## config.mk

```make
export PLATFORM = sky130hd
export DESIGN_NAME = csmc_pick
export DESIGN_NICKNAME = d
export VERILOG_FILES = /design/src/rtl/core/csmc_pkg.sv /design/src/rtl/core/csmc_pick.sv
export SDC_FILE = /design/constraint.sdc
export NUM_CORES = 1
export LEC_CHECK = 0
export BUFFER_PORTS_ARGS = -buffer_cell sky130_fd_sc_hd__buf_2
export CORE_AREA = 8 8 318 320
export DETAILED_ROUTE_END_ITERATION = 10
export DIE_AREA = 0 0 326 328
export SLEW_MARGIN = 20
export SYNTH_ARGS = -nofsm -noshare
export SYNTH_HDL_FRONTEND = slang
export SYNTH_SLANG_ARGS = --single-unit
```

## constraint.sdc

```tcl
create_clock -name vclk -period 3.1
set_input_delay 0.775 -clock vclk [all_inputs]
set_output_delay 0.775 -clock vclk [all_outputs]
set_load 0.02 [all_outputs]
```

## src/rtl/core/csmc_pkg.sv

```systemverilog
// Shared types and constants for the call stack match cache.
`timescale 1ns / 1ps

package csmc_pkg;

    localparam int ADDR_W  = 64;
    localparam int ALLOC_W = 16;
    localparam int TAG_W   = 32;
    localparam int CNT_W   = 32;

    localparam logic OP_LOOKUP = 1'b0;
    localparam logic OP_INSERT = 1'b1;

    typedef struct packed {
        logic cmp_en;
        logic clear;
        logic wr_en;
    } slot_ctl_t;

    typedef struct packed {
        logic               cand;
        logic [ALLOC_W-1:0] alloc;
        logic [TAG_W-1:0]   ident;
    } slot_view_t;

endpackage

```

## src/rtl/core/csmc_pick.sv

```systemverilog
// Lowest-slot priority pick among matching slots.
`timescale 1ns / 1ps

module csmc_pick #(
    parameter int SLOTS = 16
) (
    input  csmc_pkg::slot_view_t          views [SLOTS],
    output logic                          hit,
    output logic [csmc_pkg::ALLOC_W-1:0]  alloc,
    output logic [csmc_pkg::TAG_W-1:0]    ident
);
    import csmc_pkg::*;

    always_comb
    begin
        hit   = 1'b0;
        alloc = '0;
        ident = '0;
        for (int s = SLOTS - 1; s >= 0; s--)
        begin
            if (views[s].cand)
            begin
                hit   = 1'b1;
                alloc = views[s].alloc;
                ident = views[s].ident;
            end
        end
    end

endmodule

```

==> results of run 1 <==
[timing repair]
item	4_1_cts	5_1_grt
cloned	10	3
endpoints found under the hold margin	0	0
pin swaps	96	50
endpoints found under the setup margin	49	49
gates resized for setup	312	123
setup buffers	43	9
[synth_stat cells]
| library cell | n | area [um2] |
|---|---|---|
| nor2b_4 | 1 | 13.8 |
| clkinv_2 | 1 | 5.00 |
| nand2b_1 | 4 | 25.0 |
| buf_6 | 17 | 191 |
| nand2_2 | 1 | 6.26 |
| o221ai_1 | 72 | 631 |
| o21ai_1 | 15 | 75.1 |
| a211oi_2 | 20 | 250 |
| nor3b_1 | 1 | 7.51 |
| a222oi_1 | 1 | 10.0 |
| a221oi_1 | 144 | 1260 |
| or3b_1 | 1 | 8.76 |
| a21oi_1 | 60 | 300 |
| o211ai_1 | 14 | 105 |
| or3_1 | 2 | 12.5 |
| or2_1 | 3 | 18.8 |
| a31oi_1 | 1 | 6.26 |
| clkbuf_1 | 43 | 161 |
| a22oi_1 | 33 | 248 |
| o21a_1 | 25 | 188 |
| nor2b_2 | 2 | 17.5 |
| a211oi_1 | 27 | 203 |
| o2111ai_1 | 10 | 87.6 |
| o22ai_1 | 47 | 294 |
| buf_1 | 6 | 22.5 |
| inv_2 | 2 | 7.51 |
| buf_2 | 56 | 280 |
| nor2b_1 | 5 | 31.3 |
| buf_4 | 4 | 30.0 |
| a22o_1 | 10 | 87.6 |
| nor2_2 | 2 | 12.5 |
| nand3b_1 | 3 | 22.5 |
| o31a_1 | 1 | 8.76 |
| nor2_4 | 2 | 22.5 |
| o21ai_0 | 103 | 515 |
| a41oi_1 | 11 | 96.3 |
| o211a_1 | 25 | 250 |
| nand2_1 | 53 | 199 |
| inv_1 | 6 | 22.5 |
| nor2_1 | 3 | 11.3 |
| nor3_1 | 2 | 10.0 |
| nand3_1 | 14 | 70.1 |
[layer usage]
metal | global-route usage (%) | vias to the layer above | wire length [um]
li1 | - | 5800 | -
met4 | 3.07 | 14 | 2800
met1 | 22.4 | 6329 | 43500
met3 | 2.65 | 153 | 5890
met5 | 0 | - | 90
met2 | 30.5 | 903 | 48600
[per-stage QoR]
stage	utilization, %	power [uW]
after floorplan	-	663
after global placement	13.8	2040
after detailed placement	13.8	2040
after CTS	16.1	2420
after global routing	16.8	2670
final	16.8	2530
[worst min-delay path, delay by kind of cell]
kind	cells	cell delay, ps
buffers and inverters	2	260
AO/OA/AOI/OAI	2	180
[final cells by class]
| type | instances | area share [%] |
|---|---|---|
| diodes | 7 | 0.108 |
| inverters | 9 | 0.356 |
| multi-input cells | 718 | 41.0 |
| well taps | 1276 | 9.87 |
| repair buffers | 1147 | 48.7 |
[worst paths after layout]
kind | depth (start not counted) | end
setup / recovery | 10 | ident[27]
hold / removal | 4 | ident[11]
[power by group through the flow]
stage	combinational [uW]	clock, uW	sequential (uW)
2_1_floorplan	663	0	0
3_5_place_dp	2040	0	0
3_3_place_gp	2040	0	0
4_1_cts	2420	0	0
6_report	2530	0.000274	0
5_1_grt	2670	0.0000434	0
[kinds of logic after synthesis]
| kind of cell | Yosys count | synth area share (%) |
|---|---|---|
| AOI/OAI and AO/OA | 619 | 79.2 |
| buffers and inverters | 135 | 12.4 |
| and+or+nand+nor | 99 | 8.40 |
==> qor.csv, run 1 <==
metric,value,unit
status,"complete, but fails checks",
failing checks,negative setup slack,
total number of vias,13199,
die area,107000,um2
Hold WC Path Type,in -> out,
area of the multi-input gates,6630,um2
Logic pwr share,100.0,%
Syn Nets,1637,
Cell variety after synth,42,
Clock Power Share,0,%
CP max stage delay,270,ps
routed wire length,101000,um
Critical Path AT,2510,ps
GRT Util Overall,17.3,%
Crit path max-delay family,buffers and inverters,
Pleak,0.00701,uW
slowest CP cell,o21ai_1,
Power Dens Cells,156,nW/um2
final period utilization,106,%
cell internal pwr,1180,uW
Starting Density,6.07,%
"Critical Path, Cell by Cell",buf_12 > nor2b_4 > buf_6 > buf_4 > a221oi_1 > o21ai_1 > o2111ai_2 > buf_4 > a41oi_1 > buf_4,
router iterations before antenna repair,5,
Seq Cell Count,0,
post-synthesis cell area,5830,um2
final setup vio count,41,
antenna violations before repair,52,
Detailed Place HPWL,87600,um
Setup WS post-layout,-187,ps
post-synthesis cell count,853,
Critical Path Source Type,primary input,
fin area,16200,um2
most frequent cells in the layout,"buf_2 (774), buf_4 (254), a221oi_1 (91), o21ai_0 (78), nand2_1 (53)",
Rel. slew slack,49.5,%
vias in the first global route,13993,
Worst Min Path Start,views[746],
nets@finish,2660,
layout cells sized above 1,73.6,%
# rows,114,
largest net degree at the start of global routing,73,
routed len/inst,32.0,um
worst slew pin tran,757,ps
"commonest non-fill, non-tap cell in the layout",buf_2,
register area share after synthesis,0,%
Mean Syn Cell Area,6.83,um2
crit path kind,in -> out,
Layout area overhead,178,%
Sw Pwr,1350,uW
CP most frequent cell,buf_4,
core area,96000,um2
DP Worst Slack,-983,ps
port buffer count,833,
number of synthesis warnings,0,
CP endpoint kind,output pin,
post-route ant nets,0,
peak supply drop,0.0837,mV
CP Buf/Inv Count,5,
post-DR vias/cell,4.18,
Final Hold Viols,0,
Remaining DRCs,0,
fillcell total,10924,
Final Critical Period,3290,ps
Placed Area,13300,um2
worst-path fanout max,10,
fin cells,3157,
hold_buf cts,0,
"Req. time, crit path",2320,ps
crit path launch,views[97],
GR Overflow Total,0,
global-route wire length before repair,128000,um
max_cap viols,0,
Reg power frac,0,%
clock buf count,0,
Sw Share,53.3,%
height of the chip,328,um
RSZ-0062 raised after global routing,true,
FMAX,0.304,GHz
DR iter-0 viols,961,
hold slack,1980,ps
Die Wd,326,um
sequential cell area,0,um2
placed cell count,3090,
GPL Wtd Cong,0.876,
Final Max Slew Viols,0,
Ports,833,
final setup TNS,-3650,ps
Power figures use the tool's default switching activity.
==> run 2, diff against run 1 <==
--- a/config.mk
+++ b/config.mk
@@ -5,7 +5,7 @@
 export SDC_FILE = /design/constraint.sdc
 export NUM_CORES = 1
 export LEC_CHECK = 0
-export BUFFER_PORTS_ARGS = -buffer_cell sky130_fd_sc_hd__buf_2
+export BUFFER_PORTS_ARGS = -buffer_cell sky130_fd_sc_hd__buf_4
 export CORE_AREA = 8 8 318 320
 export DETAILED_ROUTE_END_ITERATION = 10
 export DIE_AREA = 0 0 326 328
==> run 2 against run 1 <==
Effect of this change:
- the flow still finishes with violations (negative setup slack)
- largest power group unchanged
- final cell count fell by 1.6%
- global-route usage fell by 0.32 points
- sequential share of layout area did not move
- die area did not move
- critical path depth did not move
- count of clock-buffer cells in the layout did not move
- first-iteration DRC count fell by 14%
- worst hold slack got worse by 1.7 ps
==> qor.csv, run 2 (synthesis results as in run 1) <==
metric,value,unit,change
hold_buf cts,0,,unchanged
Power Dens Cells,154,nW/um2,-1.7%
router iterations before antenna repair,6,,+1
peak supply drop,0.0726,mV,-13%
die area,107000,um2,unchanged
"Critical Path, Cell by Cell",buf_8 > nor2b_4 > buf_12 > buf_8 > buf_12 > a221oi_2 > o21a_1 > o211a_1 > a211oi_4 > buf_6,,
Seq Cell Count,0,,unchanged
Rel. slew slack,48.7,%,-0.77 points
Pleak,0.00737,uW,+5.0%
post-DR vias/cell,4.18,,about the same
Layout area overhead,199,%,
max_cap viols,0,,unchanged
Final Max Slew Viols,0,,unchanged
routed len/inst,32.3,um,+0.93%
Tot Pwr,2680,uW,+5.8%
total number of vias,12986,,-1.6%
height of the chip,328,um,unchanged
Die Wd,326,um,unchanged
GR Overflow Total,0,,unchanged
layout cells sized above 1,72.2,%,-1.5 points
core area,96000,um2,unchanged
final period utilization,106,%,-0.51 points
Setup WS post-layout,-171,ps,+15.7 ps
FMAX,0.306,GHz,+0.48%
Remaining DRCs,0,,unchanged
Detailed Place HPWL,86500,um,-1.2%
Final Critical Period,3270,ps,-15.7 ps
"Req. time, crit path",2320,ps,about the same
routed wire length,100000,um,-0.70%
Starting Density,6.07,%,unchanged
post-route ant nets,0,,unchanged
GPL Wtd Cong,0.875,,about the same
largest net degree at the start of global routing,43,,-41%
status,"complete, but fails checks",,
final setup vio count,45,,+9.8%
CP max stage delay,280,ps,about the same
Critical Path AT,2500,ps,about the same
failing checks,negative setup slack,,
M1 WL,41900,um,-3.7%
# rows,114,,unchanged
most frequent cells in the layout,"buf_4 (981), a221oi_1 (84), o21ai_0 (78), nand2_1 (53), o221ai_1 (50)",,
placed cell count,3050,,-1.3%
Hold WC Path Type,in -> out,,
fin cells,3106,,-1.6%
DP Worst Slack,-525,ps,+458 ps
worst-path fanout max,14,,+4
met2 wire length,48600,um,-0.15%
crit path kind,in -> out,,
CP endpoint kind,output pin,,
slowest CP cell,nor2b_4,,
GRT Util Overall,17.0,%,-0.32 points
CP Buf/Inv Count,5,,unchanged
Placed Area,15000,um2,+13%
Final Hold Viols,0,,unchanged
fin area,17400,um2,+7.7%
RSZ-0062 raised after global routing,true,,
global-route wire length before repair,126000,um,-1.2%
Crit path max-delay family,buffers and inverters,,
vias in the first global route,13710,,-2.0%
antenna violations before repair,23,,-56%
Met3 Wirelength,6790,um,+15%
port buffer count,833,,unchanged
nets@finish,2609,,-1.9%
DR iter-0 viols,823,,-14%
worst slew pin tran,761,ps,+3.49 ps
highest routed layer,met5,,
"commonest non-fill, non-tap cell in the layout",buf_4,,
Critical Path Source Type,primary input,,
Ports,833,,unchanged
sequential cell area,0,um2,unchanged
clock buf count,0,,unchanged
[run 2: cell types whose count changed in the layout (fill, tap and decap cells not counted), moves of 8 or more]
cell / delta
a21oi_1: +8
a221oi_2: +12
buf_2: -774
buf_4: +727
o221ai_1: +12
o221ai_2: -12
[run 2: per-stage QoR]
step | hold slack, ps | util (%) | setup TNS, ps
after global routing | 1990 | 18.1 | -6320
final | 1980 | 18.1 | -3560
after detailed placement | 1990 | 15.6 | -14470
after global placement | 1980 | 15.6 | -14340
after floorplan | 1750 | - | 0
after CTS | 1980 | 17.2 | -4620
[run 2: power breakdown]
group	switching (uW)	total, uW	internal, uW
clock network	0	0.000106	0.000106
registers	0	0	0
logic	1300	2680	1370
total	1300	2680	1370
[run 2: per-layer routing]
layer  vias up  global-route usage, %
li1       5692                      -
met1      6357                   21.5
met2       786                   30.1
met3       139                   3.19
met4        12                   3.05
met5         -                      0
[run 2: layout make-up]
| cell class | count | area, um2 |
|---|---|---|
| timing repair buffer | 1096 | 9320 |
| antenna | 7 | 17.5 |
| tap | 1276 | 1600 |
| fill | 10861 | 78600 |
| multi-input combinational | 718 | 6430 |
| inverter | 9 | 47.5 |
[run 2: what timing repair did]
action | CTS | global route
endpoints found under the setup margin | 48 | 49
endpoints found under the hold margin | 0 | 0
cloned | 5 | 6
setup buffers | 28 | 19
pin swaps | 82 | 67
resized for setup | 237 | 118
[run 2: worst min-delay path, stage by stage]
cell	delay [ps]
buf_4	80
a21oi_1	60
a41oi_2	140
buf_4	150
[run 2: worst paths after layout]
check,from,endpoint,slack (ps),cells past startpoint
worst max-delay path,views[244],ident[31],-170,10
worst min-delay path,views[746],ident[11],1980,4
